## config.mk

```make
export PLATFORM = sky130hd
export DESIGN_NAME = escaped_crc16_frame_encoder
export DESIGN_NICKNAME = d
export VERILOG_FILES = /design/src/sv/ecfe_pkg.sv /design/src/sv/ecfe_front.sv /design/src/sv/ecfe_queue.sv /design/src/sv/ecfe_back.sv /design/src/sv/escaped_crc16_frame_encoder.sv
export VERILOG_INCLUDE_DIRS = /design/src /design/src/sv
export SDC_FILE = /design/constraint.sdc
export NUM_CORES = 1
export LEC_CHECK = 0
export BUFFER_PORTS_ARGS = -buffer_cell sky130_fd_sc_hd__buf_2
export CAP_MARGIN = 20
export CORE_MARGIN = 2
export CORE_UTILIZATION = 53
export DETAILED_ROUTE_END_ITERATION = 10
export GPL_TIMING_DRIVEN = 0
export PLACE_DENSITY = 0.74
export SYNTH_ARGS = -nofsm -noshare
export SYNTH_HDL_FRONTEND = slang
export SYNTH_HIERARCHICAL = 1
export SYNTH_SLANG_ARGS = --single-unit
```

## constraint.sdc

```tcl
create_clock -name clk -period 4.4 [get_ports clk]
set_input_delay 0.44 -clock clk [delete_from_list [all_inputs] [get_ports clk]]
set_output_delay 0.44 -clock clk [all_outputs]
set_load 0.01 [all_outputs]
```

## src/sv/assert_macros.svh

```systemverilog
// ---------------------------------------------------------------------------
// assertion macros shared by the frame encoder
// ---------------------------------------------------------------------------
`ifndef ASSERT_MACROS_SVH
`define ASSERT_MACROS_SVH

// condition that holds at every clock edge out of reset
`define ASSERT_HOLDS(lbl, clk, rstn, expr) \
    lbl: assert property (@(posedge clk) disable iff (!rstn) (expr)) \
        else $error("assertion failed");

// condition that implies another in the same cycle
`define ASSERT_IMPLIES(lbl, clk, rstn, ante, cons) \
    lbl: assert property (@(posedge clk) disable iff (!rstn) (ante) |-> (cons)) \
        else $error("assertion failed");

// condition that implies another in the next cycle
`define ASSERT_NEXT(lbl, clk, rstn, ante, cons) \
    lbl: assert property (@(posedge clk) disable iff (!rstn) (ante) |=> (cons)) \
        else $error("assertion failed");

`endif

```

## src/sv/ecfe_pkg.sv

```systemverilog
// ---------------------------------------------------------------------------
// ecfe_pkg
// types, constants and crc function of the escaped crc16 frame encoder
// ---------------------------------------------------------------------------
`default_nettype none

package ecfe_pkg;

    // framing
    localparam int PREAMBLE_COUNT = 8;
    localparam int HDR_BYTES      = 14;
    localparam int HDR_IDX_W      = $clog2(HDR_BYTES);
    localparam int CNT_W          = $clog2((PREAMBLE_COUNT > HDR_BYTES) ?
                                           PREAMBLE_COUNT : HDR_BYTES);

    // line byte codes
    localparam logic [7:0] BYTE_PREAMBLE = 8'hA5;
    localparam logic [7:0] BYTE_ESC_A    = 8'hA6;
    localparam logic [7:0] BYTE_TAIL     = 8'h5A;
    localparam logic [7:0] BYTE_ESC_B    = 8'h5B;
    localparam logic [7:0] BYTE_SUB_2    = 8'h02;
    localparam logic [7:0] BYTE_SUB_1    = 8'h01;
    localparam logic [7:0] BYTE_ZERO     = 8'h00;

    // crc-16/arc, reflected
    localparam logic [15:0] CRC_POLY = 16'hA001;

    // register map
    localparam int          ADDR_W       = 4;
    localparam logic [1:0]  REG_DEST     = 2'd0;
    localparam logic [1:0]  REG_SOURCE   = 2'd1;
    localparam logic [1:0]  REG_PROTOCOL = 2'd2;
    localparam logic [15:0] DEST_RESET     = 16'h0001;
    localparam logic [15:0] SOURCE_RESET   = 16'h8000;
    localparam logic [15:0] PROTOCOL_RESET = 16'h02FE;

    // queue between front and back
    localparam int QUEUE_DEPTH = 2;
    localparam int QPTR_W      = $clog2(QUEUE_DEPTH);
    localparam int QCNT_W      = $clog2(QUEUE_DEPTH + 1);

    // one classified input word
    typedef struct packed {
        logic [7:0]  data_byte;
        logic [15:0] field_length;
        logic        last_byte;
        logic        first_byte;
    } ecfe_entry_t;

    // header words from the register file
    typedef struct packed {
        logic [15:0] dest_address;
        logic [15:0] source_address;
        logic [15:0] protocol_word;
    } ecfe_hdr_t;

    // one byte through the reflected crc
    function automatic logic [15:0] crc_update(input logic [15:0] crc,
                                                input logic [7:0]  b);
        logic [15:0] c;
        c = crc ^ {8'h00, b};
        for (int i = 0; i < 8; i++)
        begin
            if (c[0])
                c = (c >> 1) ^ CRC_POLY;
            else
                c = c >> 1;
        end
        return c;
    endfunction

endpackage

`default_nettype wire

```

## src/sv/ecfe_front.sv

```systemverilog
// ---------------------------------------------------------------------------
// ecfe_front
// accepts input words, tracks frame state and marks a frame's first byte
// ---------------------------------------------------------------------------
`default_nettype none

module ecfe_front (
    input  wire                   clk,
    input  wire                   rst_n,
    input  wire                   s_tvalid,
    output logic                  s_tready,
    input  wire  [23:0]           s_tdata,   // data_byte[7:0], field_length[23:8]
    input  wire                   s_tlast,   // last_byte
    output logic                  push_valid,
    input  wire                   push_ready,
    output ecfe_pkg::ecfe_entry_t push_entry
);
    import ecfe_pkg::*;

    logic in_frame_reg;
    logic in_frame_next;
    logic accept;

    // handshake follows queue space
    assign s_tready   = push_ready;
    assign push_valid = s_tvalid;
    assign accept     = s_tvalid && push_ready;

    // classify the word
    always_comb
    begin
        push_entry.data_byte    = s_tdata[7:0];
        push_entry.field_length = s_tdata[23:8];
        push_entry.last_byte    = s_tlast;
        push_entry.first_byte   = !in_frame_reg;
    end

    // frame open after a non-last word
    always_comb
    begin
        in_frame_next = in_frame_reg;
        if (accept)
            in_frame_next = !s_tlast;
    end

    always_ff @(posedge clk or negedge rst_n)
    begin
        if (!rst_n)
            in_frame_reg <= 1'b0;
        else
            in_frame_reg <= in_frame_next;
    end

endmodule

`default_nettype wire

```

## src/sv/ecfe_queue.sv

```systemverilog
// ---------------------------------------------------------------------------
// ecfe_queue
// short fifo of classified words between front and back
// ---------------------------------------------------------------------------
`default_nettype none

module ecfe_queue (
    input  wire                   clk,
    input  wire                   rst_n,
    input  wire                   push_valid,
    output logic                  push_ready,
    input  ecfe_pkg::ecfe_entry_t push_entry,
    output logic                  pop_valid,
    input  wire                   pop_ready,
    output ecfe_pkg::ecfe_entry_t pop_entry,
    output logic [ecfe_pkg::QCNT_W-1:0] count
);
    import ecfe_pkg::*;

    ecfe_entry_t        mem_reg [QUEUE_DEPTH];
    logic [QPTR_W-1:0]  wr_ptr_reg;
    logic [QPTR_W-1:0]  wr_ptr_next;
    logic [QPTR_W-1:0]  rd_ptr_reg;
    logic [QPTR_W-1:0]  rd_ptr_next;
    logic [QCNT_W-1:0]  cnt_reg;
    logic [QCNT_W-1:0]  cnt_next;
    logic               do_push;
    logic               do_pop;

    assign push_ready = (cnt_reg != QCNT_W'(QUEUE_DEPTH));
    assign pop_valid  = (cnt_reg != '0);
    assign pop_entry  = mem_reg[rd_ptr_reg];
    assign count      = cnt_reg;
    assign do_push    = push_valid && push_ready;
    assign do_pop     = pop_valid && pop_ready;

    // pointer and fill count
    always_comb
    begin
        wr_ptr_next = wr_ptr_reg;
        rd_ptr_next = rd_ptr_reg;
        cnt_next    = cnt_reg;
        if (do_push)
        begin
            if (wr_ptr_reg == QPTR_W'(QUEUE_DEPTH - 1))
                wr_ptr_next = '0;
            else
                wr_ptr_next = wr_ptr_reg + 1'b1;
        end
        if (do_pop)
        begin
            if (rd_ptr_reg == QPTR_W'(QUEUE_DEPTH - 1))
                rd_ptr_next = '0;
            else
                rd_ptr_next = rd_ptr_reg + 1'b1;
        end
        if (do_push && !do_pop)
            cnt_next = cnt_reg + 1'b1;
        else if (do_pop && !do_push)
            cnt_next = cnt_reg - 1'b1;
    end

    always_ff @(posedge clk or negedge rst_n)
    begin
        if (!rst_n)
        begin
            wr_ptr_reg <= '0;
            rd_ptr_reg <= '0;
            cnt_reg    <= '0;
        end
        else
        begin
            wr_ptr_reg <= wr_ptr_next;
            rd_ptr_reg <= rd_ptr_next;
            cnt_reg    <= cnt_next;
        end
    end

    // storage
    always_ff @(posedge clk)
    begin
        if (do_push)
            mem_reg[wr_ptr_reg] <= push_entry;
    end

endmodule

`default_nettype wire

```

## src/sv/ecfe_back.sv

```systemverilog
// ---------------------------------------------------------------------------
// ecfe_back
// byte sequencer: preamble, header, data, crc and tail with byte stuffing
// ---------------------------------------------------------------------------
`default_nettype none

module ecfe_back (
    input  wire                   clk,
    input  wire                   rst_n,
    input  ecfe_pkg::ecfe_hdr_t   hdr,
    input  wire                   pop_valid,
    output logic                  pop_ready,
    input  ecfe_pkg::ecfe_entry_t pop_entry,
    output logic                  m_tvalid,
    input  wire                   m_tready,
    output logic [7:0]            m_tdata,   // line_byte
    output logic                  m_tlast,   // run_last
    output logic                  m_tuser    // frame_end
);
    import ecfe_pkg::*;

    localparam logic [2:0] PH_PRE  = 3'd0;
    localparam logic [2:0] PH_HDR  = 3'd1;
    localparam logic [2:0] PH_DATA = 3'd2;
    localparam logic [2:0] PH_CLO  = 3'd3;
    localparam logic [2:0] PH_CHI  = 3'd4;
    localparam logic [2:0] PH_TAIL = 3'd5;

    logic              active_reg,  active_next;
    logic [2:0]        phase_reg,   phase_next;
    logic [CNT_W-1:0]  cnt_reg,     cnt_next;
    logic              esc_reg,     esc_next;
    logic [15:0]       crc_reg,     crc_next;
    ecfe_entry_t       ent_reg,     ent_next;
    logic              ovalid_reg,  ovalid_next;
    logic [7:0]        obyte_reg,   obyte_next;
    logic              olast_reg,   olast_next;
    logic              oend_reg,    oend_next;

    logic [7:0]        hdr_bytes [HDR_BYTES];
    logic [7:0]        raw;
    logic              stuffed;
    logic              crc_phase;
    logic              special;
    logic [7:0]        emit;
    logic              byte_done;
    logic              entry_done;
    logic              step;
    logic              load;

    // header bytes, little-endian words
    always_comb
    begin
        for (int i = 0; i < HDR_BYTES; i++)
            hdr_bytes[i] = BYTE_ZERO;
        hdr_bytes[0]  = hdr.dest_address[7:0];
        hdr_bytes[1]  = hdr.dest_address[15:8];
        hdr_bytes[2]  = hdr.source_address[7:0];
        hdr_bytes[3]  = hdr.source_address[15:8];
        hdr_bytes[10] = hdr.protocol_word[7:0];
        hdr_bytes[11] = hdr.protocol_word[15:8];
        hdr_bytes[12] = ent_reg.field_length[7:0];
        hdr_bytes[13] = ent_reg.field_length[15:8];
    end

    // raw byte of the current phase
    always_comb
    begin
        raw       = BYTE_PREAMBLE;
        stuffed   = 1'b0;
        crc_phase = 1'b0;
        case (phase_reg)
            PH_PRE:
            begin
                raw = BYTE_PREAMBLE;
            end
            PH_HDR:
            begin
                raw       = hdr_bytes[cnt_reg[HDR_IDX_W-1:0]];
                stuffed   = 1'b1;
                crc_phase = 1'b1;
            end
            PH_DATA:
            begin
                raw       = ent_reg.data_byte;
                stuffed   = 1'b1;
                crc_phase = 1'b1;
            end
            PH_CLO:
            begin
                raw     = crc_reg[7:0];
                stuffed = 1'b1;
            end
            PH_CHI:
            begin
                raw     = crc_reg[15:8];
                stuffed = 1'b1;
            end
            PH_TAIL:
            begin
                raw = BYTE_TAIL;
            end
            default:
            begin
                raw = BYTE_PREAMBLE;
            end
        endcase
    end

    // stuffing: escape lead byte then substitute byte
    assign special = stuffed && (raw inside {BYTE_PREAMBLE, BYTE_ESC_A,
                                             BYTE_TAIL, BYTE_ESC_B});

    always_comb
    begin
        if (esc_reg)
            emit = (raw == BYTE_PREAMBLE || raw == BYTE_TAIL) ? BYTE_SUB_2 : BYTE_SUB_1;
        else if (special)
            emit = (raw == BYTE_PREAMBLE || raw == BYTE_ESC_A) ? BYTE_ESC_A : BYTE_ESC_B;
        else
            emit = raw;
    end

    assign byte_done  = esc_reg || !special;
    assign step       = active_reg && (!ovalid_reg || m_tready);
    assign entry_done = byte_done && (phase_reg == PH_TAIL ||
                        (phase_reg == PH_DATA && !ent_reg.last_byte));
    assign load       = pop_valid && (!active_reg || (step && entry_done));
    assign pop_ready  = load;

    // sequencer
    always_comb
    begin
        active_next = active_reg;
        phase_next  = phase_reg;
        cnt_next    = cnt_reg;
        esc_next    = esc_reg;
        crc_next    = crc_reg;
        ent_next    = ent_reg;
        if (step)
        begin
            esc_next = !byte_done;
            if (crc_phase && !esc_reg)
                crc_next = crc_update(crc_reg, raw);
            if (byte_done)
            begin
                case (phase_reg)
                    PH_PRE:
                    begin
                        if (cnt_reg == CNT_W'(PREAMBLE_COUNT - 1))
                        begin
                            phase_next = PH_HDR;
                            cnt_next   = '0;
                        end
                        else
                            cnt_next = cnt_reg + 1'b1;
                    end
                    PH_HDR:
                    begin
                        if (cnt_reg == CNT_W'(HDR_BYTES - 1))
                            phase_next = PH_DATA;
                        else
                            cnt_next = cnt_reg + 1'b1;
                    end
                    PH_DATA:
                    begin
                        if (ent_reg.last_byte)
                            phase_next = PH_CLO;
                        else
                            active_next = 1'b0;
                    end
                    PH_CLO:
                    begin
                        phase_next = PH_CHI;
                    end
                    PH_CHI:
                    begin
                        phase_next = PH_TAIL;
                    end
                    PH_TAIL:
                    begin
                        active_next = 1'b0;
                        crc_next    = '0;
                    end
                    default:
                    begin
                        active_next = 1'b0;
                    end
                endcase
            end
        end
        if (load)
        begin
            active_next = 1'b1;
            phase_next  = pop_entry.first_byte ? PH_PRE : PH_DATA;
            cnt_next    = '0;
            esc_next    = 1'b0;
            ent_next    = pop_entry;
        end
    end

    // output register
    always_comb
    begin
        ovalid_next = ovalid_reg;
        obyte_next  = obyte_reg;
        olast_next  = olast_reg;
        oend_next   = oend_reg;
        if (step)
        begin
            ovalid_next = 1'b1;
            obyte_next  = emit;
            olast_next  = entry_done;
            oend_next   = (phase_reg == PH_TAIL);
        end
        else if (m_tready)
            ovalid_next = 1'b0;
    end

    always_ff @(posedge clk or negedge rst_n)
    begin
        if (!rst_n)
        begin
            active_reg <= 1'b0;
            phase_reg  <= PH_PRE;
            cnt_reg    <= '0;
            esc_reg    <= 1'b0;
            crc_reg    <= '0;
            ovalid_reg <= 1'b0;
        end
        else
        begin
            active_reg <= active_next;
            phase_reg  <= phase_next;
            cnt_reg    <= cnt_next;
            esc_reg    <= esc_next;
            crc_reg    <= crc_next;
            ovalid_reg <= ovalid_next;
        end
    end

    // payload registers
    always_ff @(posedge clk)
    begin
        ent_reg   <= ent_next;
        obyte_reg <= obyte_next;
        olast_reg <= olast_next;
        oend_reg  <= oend_next;
    end

    assign m_tvalid = ovalid_reg;
    assign m_tdata  = obyte_reg;
    assign m_tlast  = olast_reg;
    assign m_tuser  = oend_reg;

endmodule

`default_nettype wire

```

## src/sv/escaped_crc16_frame_encoder.sv

```systemverilog
// first line byte of a word passes through the queue, the sequencer's word register and the output register
// the line side moves one byte per cycle while m_tready holds and words are queued; a plain data word gives
// one line byte, an escaped one two, a frame's first word adds 8 preamble and 14 to 22 header
// bytes, and the last word adds 3 to 5 bytes of crc and tail
// rate is set by the single byte sequencer in the back part
// reset clears registers to their defaults, empties the queue, zeroes the crc
// ---------------------------------------------------------------------------
// escaped_crc16_frame_encoder
// byte-stuffed frame encoder with crc-16/arc and an apb register file
// ---------------------------------------------------------------------------
`default_nettype none
`include "assert_macros.svh"

module escaped_crc16_frame_encoder (
    input  wire                          clk,
    input  wire                          rst_n,
    input  wire                          psel,
    input  wire                          penable,
    input  wire                          pwrite,
    input  wire  [ecfe_pkg::ADDR_W-1:0]  paddr,
    input  wire  [31:0]                  pwdata,
    output logic [31:0]                  prdata,
    output logic                         pready,
    input  wire                          s_tvalid,
    output logic                         s_tready,
    input  wire  [23:0]                  s_tdata,   // data_byte[7:0], field_length[23:8]
    input  wire                          s_tlast,   // last_byte
    output logic                         m_tvalid,
    input  wire                          m_tready,
    output logic [7:0]                   m_tdata,   // line_byte
    output logic                         m_tlast,   // run_last
    output logic                         m_tuser    // frame_end
);
    import ecfe_pkg::*;

    logic [15:0]        dest_reg,     dest_next;
    logic [15:0]        source_reg,   source_next;
    logic [15:0]        protocol_reg, protocol_next;
    logic               wr_en;
    logic [1:0]         reg_idx;
    ecfe_hdr_t          hdr;
    logic               push_valid;
    logic               push_ready;
    ecfe_entry_t        push_entry;
    logic               pop_valid;
    logic               pop_ready;
    ecfe_entry_t        pop_entry;
    logic [QCNT_W-1:0]  q_count;

    // register file
    assign pready  = 1'b1;
    assign wr_en   = psel && penable && pwrite && pready;
    assign reg_idx = paddr[3:2];

    always_comb
    begin
        dest_next     = dest_reg;
        source_next   = source_reg;
        protocol_next = protocol_reg;
        if (wr_en)
        begin
            case (reg_idx)
                REG_DEST:     dest_next     = pwdata[15:0];
                REG_SOURCE:   source_next   = pwdata[15:0];
                REG_PROTOCOL: protocol_next = pwdata[15:0];
                default:      dest_next     = dest_reg;
            endcase
        end
    end

    always_ff @(posedge clk or negedge rst_n)
    begin
        if (!rst_n)
        begin
            dest_reg     <= DEST_RESET;
            source_reg   <= SOURCE_RESET;
            protocol_reg <= PROTOCOL_RESET;
        end
        else
        begin
            dest_reg     <= dest_next;
            source_reg   <= source_next;
            protocol_reg <= protocol_next;
        end
    end

    // read mux
    always_comb
    begin
        case (reg_idx)
            REG_DEST:     prdata = {16'h0000, dest_reg};
            REG_SOURCE:   prdata = {16'h0000, source_reg};
            REG_PROTOCOL: prdata = {16'h0000, protocol_reg};
            default:      prdata = '0;
        endcase
    end

    assign hdr.dest_address   = dest_reg;
    assign hdr.source_address = source_reg;
    assign hdr.protocol_word  = protocol_reg;

    // front part
    ecfe_front u_front (
        .clk        (clk),
        .rst_n      (rst_n),
        .s_tvalid   (s_tvalid),
        .s_tready   (s_tready),
        .s_tdata    (s_tdata),
        .s_tlast    (s_tlast),
        .push_valid (push_valid),
        .push_ready (push_ready),
        .push_entry (push_entry)
    );

    // queue between the parts
    ecfe_queue u_queue (
        .clk        (clk),
        .rst_n      (rst_n),
        .push_valid (push_valid),
        .push_ready (push_ready),
        .push_entry (push_entry),
        .pop_valid  (pop_valid),
        .pop_ready  (pop_ready),
        .pop_entry  (pop_entry),
        .count      (q_count)
    );

    // back part
    ecfe_back u_back (
        .clk       (clk),
        .rst_n     (rst_n),
        .hdr       (hdr),
        .pop_valid (pop_valid),
        .pop_ready (pop_ready),
        .pop_entry (pop_entry),
        .m_tvalid  (m_tvalid),
        .m_tready  (m_tready),
        .m_tdata   (m_tdata),
        .m_tlast   (m_tlast),
        .m_tuser   (m_tuser)
    );

    // checks
    `ASSERT_HOLDS(a_queue_bound, clk, rst_n, q_count <= QCNT_W'(QUEUE_DEPTH))
    `ASSERT_IMPLIES(a_no_push_full, clk, rst_n, s_tvalid && s_tready,
                    q_count != QCNT_W'(QUEUE_DEPTH))
    `ASSERT_IMPLIES(a_tail_ends_word, clk, rst_n, m_tvalid && m_tuser,
                    m_tlast && m_tdata == BYTE_TAIL)
    // a popped word always leaves the sequencer busy in the next cycle
    `ASSERT_NEXT(a_pop_starts_back, clk, rst_n, pop_valid && pop_ready,
                 u_back.active_reg)

endmodule

`default_nettype wire

```

==> results.cfg <==
[status]
status = completed

[synthesis]
yosys-top-cells-area = edfxtp_1, dfrtp_1, mux2_2, mux2i_1, mux2_4
synthCells = 620
yosys.area.top_type = edfxtp_1
synth-compound-area-share = 0.0880
ys_seq_elements = 166
synth_seq_area_share = 0.552
synth_async_sr_flop_share = 0.476
synth_edf_count = 87
synth_common_cells = edfxtp_1, dfrtp_1, mux2_2
syn-cell-area_sq_um = 8340
synth.distinct_cells = 72
synthAdderAreaFrac = 0.00450
synth_top_flop_cell = edfxtp_1
synthMuxAreaShare = 0.183
synth-warning-count = 6
synthXorXnorAreaFrac = 0.0318
synth.avg_cell_area_sq_um = 13.5
synthSimpleGateAreaFrac = 0.0690
synth.most_common_cell = edfxtp_1
synth_top_family_by_area = multiplexers
synth_top_area_frac = 0.313

[worst_setup_path]
critPathLaunchType = flop
arrival_ns = 4.57
crit_path_end_kind = flop
path_class = reg2reg
regToRegSetupSlack_ns = 0.14
cp_max_fo = 35
cp.required_ns = 4.72
worstReg2RegEnd = u_queue/count[1]
regToRegStartpoint = u_back/cnt_reg[0]
rr_worst_depth = 16

[clock_network]
cts_tree = done
htree_levels = 4
cts_root_buffer = clkbuf_16
clk_latency_ns = 0.43
cts_buffers = 17
clockBufferDepth = 2
cts.clk_slew.worst_paths_ns = 0.07
clock_sinks = 166

[grt]
grt_overflow = 0
grt_max_degree = 66
grt_pass1_wl_mm = 27.1
antenna_found_initial = 0
grt_pass1_vias = 5295
grtUsageTotal = 0.213

[sta]
period_minus_slack_ns = 4.26
slew_viol_final = 0
final-setup-viol-count = 0
finalHoldViolations = 0
setup_ws_ns = 0.143
relSlewSlack = 0.465
fmax_mhz = 235
worstMarginPinSlew_ns = 0.798
finClkSkew_ns = 0.00976
fin_crit_sh = 0.967

[layout]
num-fill-cells = 1191
area_delta_synth_final_pct = 15.9
largest_reg_flops = 52
fin_nets = 789
antennaDiodeCount = 0
post-route-cell-area_sq_um = 9670
drive_gt1_frac = 0.365
stdcell_count = 942

[place]
dp_slack_ns = -0.0211
place_inst = 903
routabilityCongestion = 0.887
placed_area_sq_um = 9020
dp_hpwl_mm = 12.2
port_buffers = 53

[routing]
avgRoutedWirePerCell_microns = 18.1
dr_total_vias = 5224
ant_nets = 0
drtIter0Drc = 355
routed_via_density = 5.55
wirelength_mm = 17.0
drt-pass1-iter-count = 5
drcViolationCount = 0

[power_and_ir_drop]
p_leak_nw = 4.03
max-vdd-ir-drop_v = 0.000539
cellPowerDensity_nw_per_um2 = 758

[die]
io_pins = 113
dieArea_sq_um = 16800
die_h_microns = 129
initial_core_util = 0.545
core_area_sq_um = 15300
rows = 45
die_w_microns = 129

[worst_hold_path]
hold_class = in2reg
min_from = s_tdata[2]
hold_path_end = u_queue/mem_reg[0][20]
hold_depth = 1

[job]
cap_violations = 0
## per-layer routing
| metal | GRT usage | up-vias | part of all wire |
|---|---|---|---|
| met4 | 0.0810 | 0 | 0.014 |
| li1 | - | 2431 | - |
| met3 | 0.0545 | 20 | 0.044 |
| met1 | 0.280 | 2639 | 0.44 |
| met5 | 0 | - | 0 |
| met2 | 0.345 | 134 | 0.50 |
## critical path: stages, from the launching register on
cell and delay [ns]:
dfrtp_1 0.38, buf_2 0.19, buf_2 0.36, mux2i_1 0.34
o221ai_1 0.19, a32oi_2 0.42, nand4b_1 0.16, or4_4 0.48
a211oi_4 0.38, a21oi_2 0.07, a31o_1 0.24, buf_6 0.20
nand2_1 0.15, ha_1 0.18, xor2_1 0.17, nor2_1 0.07
xor2_1 0.14
## metrics by stage
step	setup TNS (ns)	hold WS (ns)	total power, mW	utilization
after floorplan	0	0.144	5.01	-
after global placement	0	0.473	5.66	0.583
after detailed placement	-0.0211	0.321	5.82	0.589
after CTS	0	0.178	7.29	0.628
after global routing	-0.0185	0.176	7.73	0.631
final	0	0.190	7.32	0.631
## power by group
group	total [mW]	internal, mW	switching, mW
clock network	1.42	0.786	0.636
logic	3.34	1.59	1.74
registers	2.57	2.29	0.278
total	7.32	4.67	2.66
## worst max-delay path by stage
| stage | from | end | slack [ns] | cells past startpoint |
|---|---|---|---|---|
| 2_1_floorplan | u_back/cnt_reg[0] | u_queue/count[1] | 0.82 | 15 |
| 3_3_place_gp | u_back/cnt_reg[0] | u_queue/count[1] | 0.15 | 17 |
| 3_5_place_dp | u_back/cnt_reg[0] | u_queue/count[1] | -0.02 | 17 |
| 4_1_cts | u_back/cnt_reg[0] | u_queue/count[1] | 0.08 | 17 |
| 5_1_grt | u_back/cnt_reg[0] | u_queue/count[1] | -0.02 | 16 |
| 6_report | u_back/cnt_reg[0] | u_queue/count[1] | 0.14 | 16 |
## final cells by class
cell class	instances	area, sq um	share of cell area
repair buffers	64	410	0.0425
multi-input cells	381	3220	0.333
clock buffers	19	464	0.0480
well taps	211	264	0.0273
plain buffers	76	552	0.0571
flip-flops and latches	166	4600	0.476
clock inverters	13	108	0.0111
inverters	12	45.0	0.00466
## cell families (layout without fill, tap and decap cells)
| family | count (synthesis) | count (layout) |
|---|---|---|
| AND/OR/NAND/NOR | 106 | 106 |
| buffers and inverters | 88 | 184 |
| multiplexers | 129 | 129 |
| AO/OA/AOI/OAI | 99 | 99 |
| flip-flops | 166 | 166 |
| XOR/XNOR | 27 | 27 |
| other | 2 | 17 |
| adder cells (fa/ha/maj) | 3 | 3 |
## layout by cell type (no fill, tap or decap), types with 10 or more instances in the layout
| master | count |
|---|---|
| nand2_1 | 30 |
| inv_1 | 12 |
| clkbuf_1 | 14 |
| buf_2 | 60 |
| xor2_1 | 15 |
| dfrtp_1 | 69 |
| o21ai_0 | 23 |
| a22o_1 | 17 |
| nor2_1 | 13 |
| mux2_4 | 29 |
| mux2i_1 | 48 |
| mux2_2 | 50 |
| a21oi_1 | 12 |
| nand2b_1 | 13 |
| edfxtp_1 | 87 |
| clkbuf_16 | 18 |
| buf_4 | 54 |
| xnor2_1 | 10 |
| conb_1 | 17 |
| dfstp_2 | 10 |
## what timing repair did
item | 4_1_cts | 5_1_grt
endpoints found under the setup margin | 1 | 2
setup buffers | 0 | 6
resized for setup | 1 | 2
pin swaps | 0 | 2
gates cloned | 0 | 0
hold buffers | 1 | 0
hold endpoints to repair | 12 | 0
(Power assumes the default switching activity.)
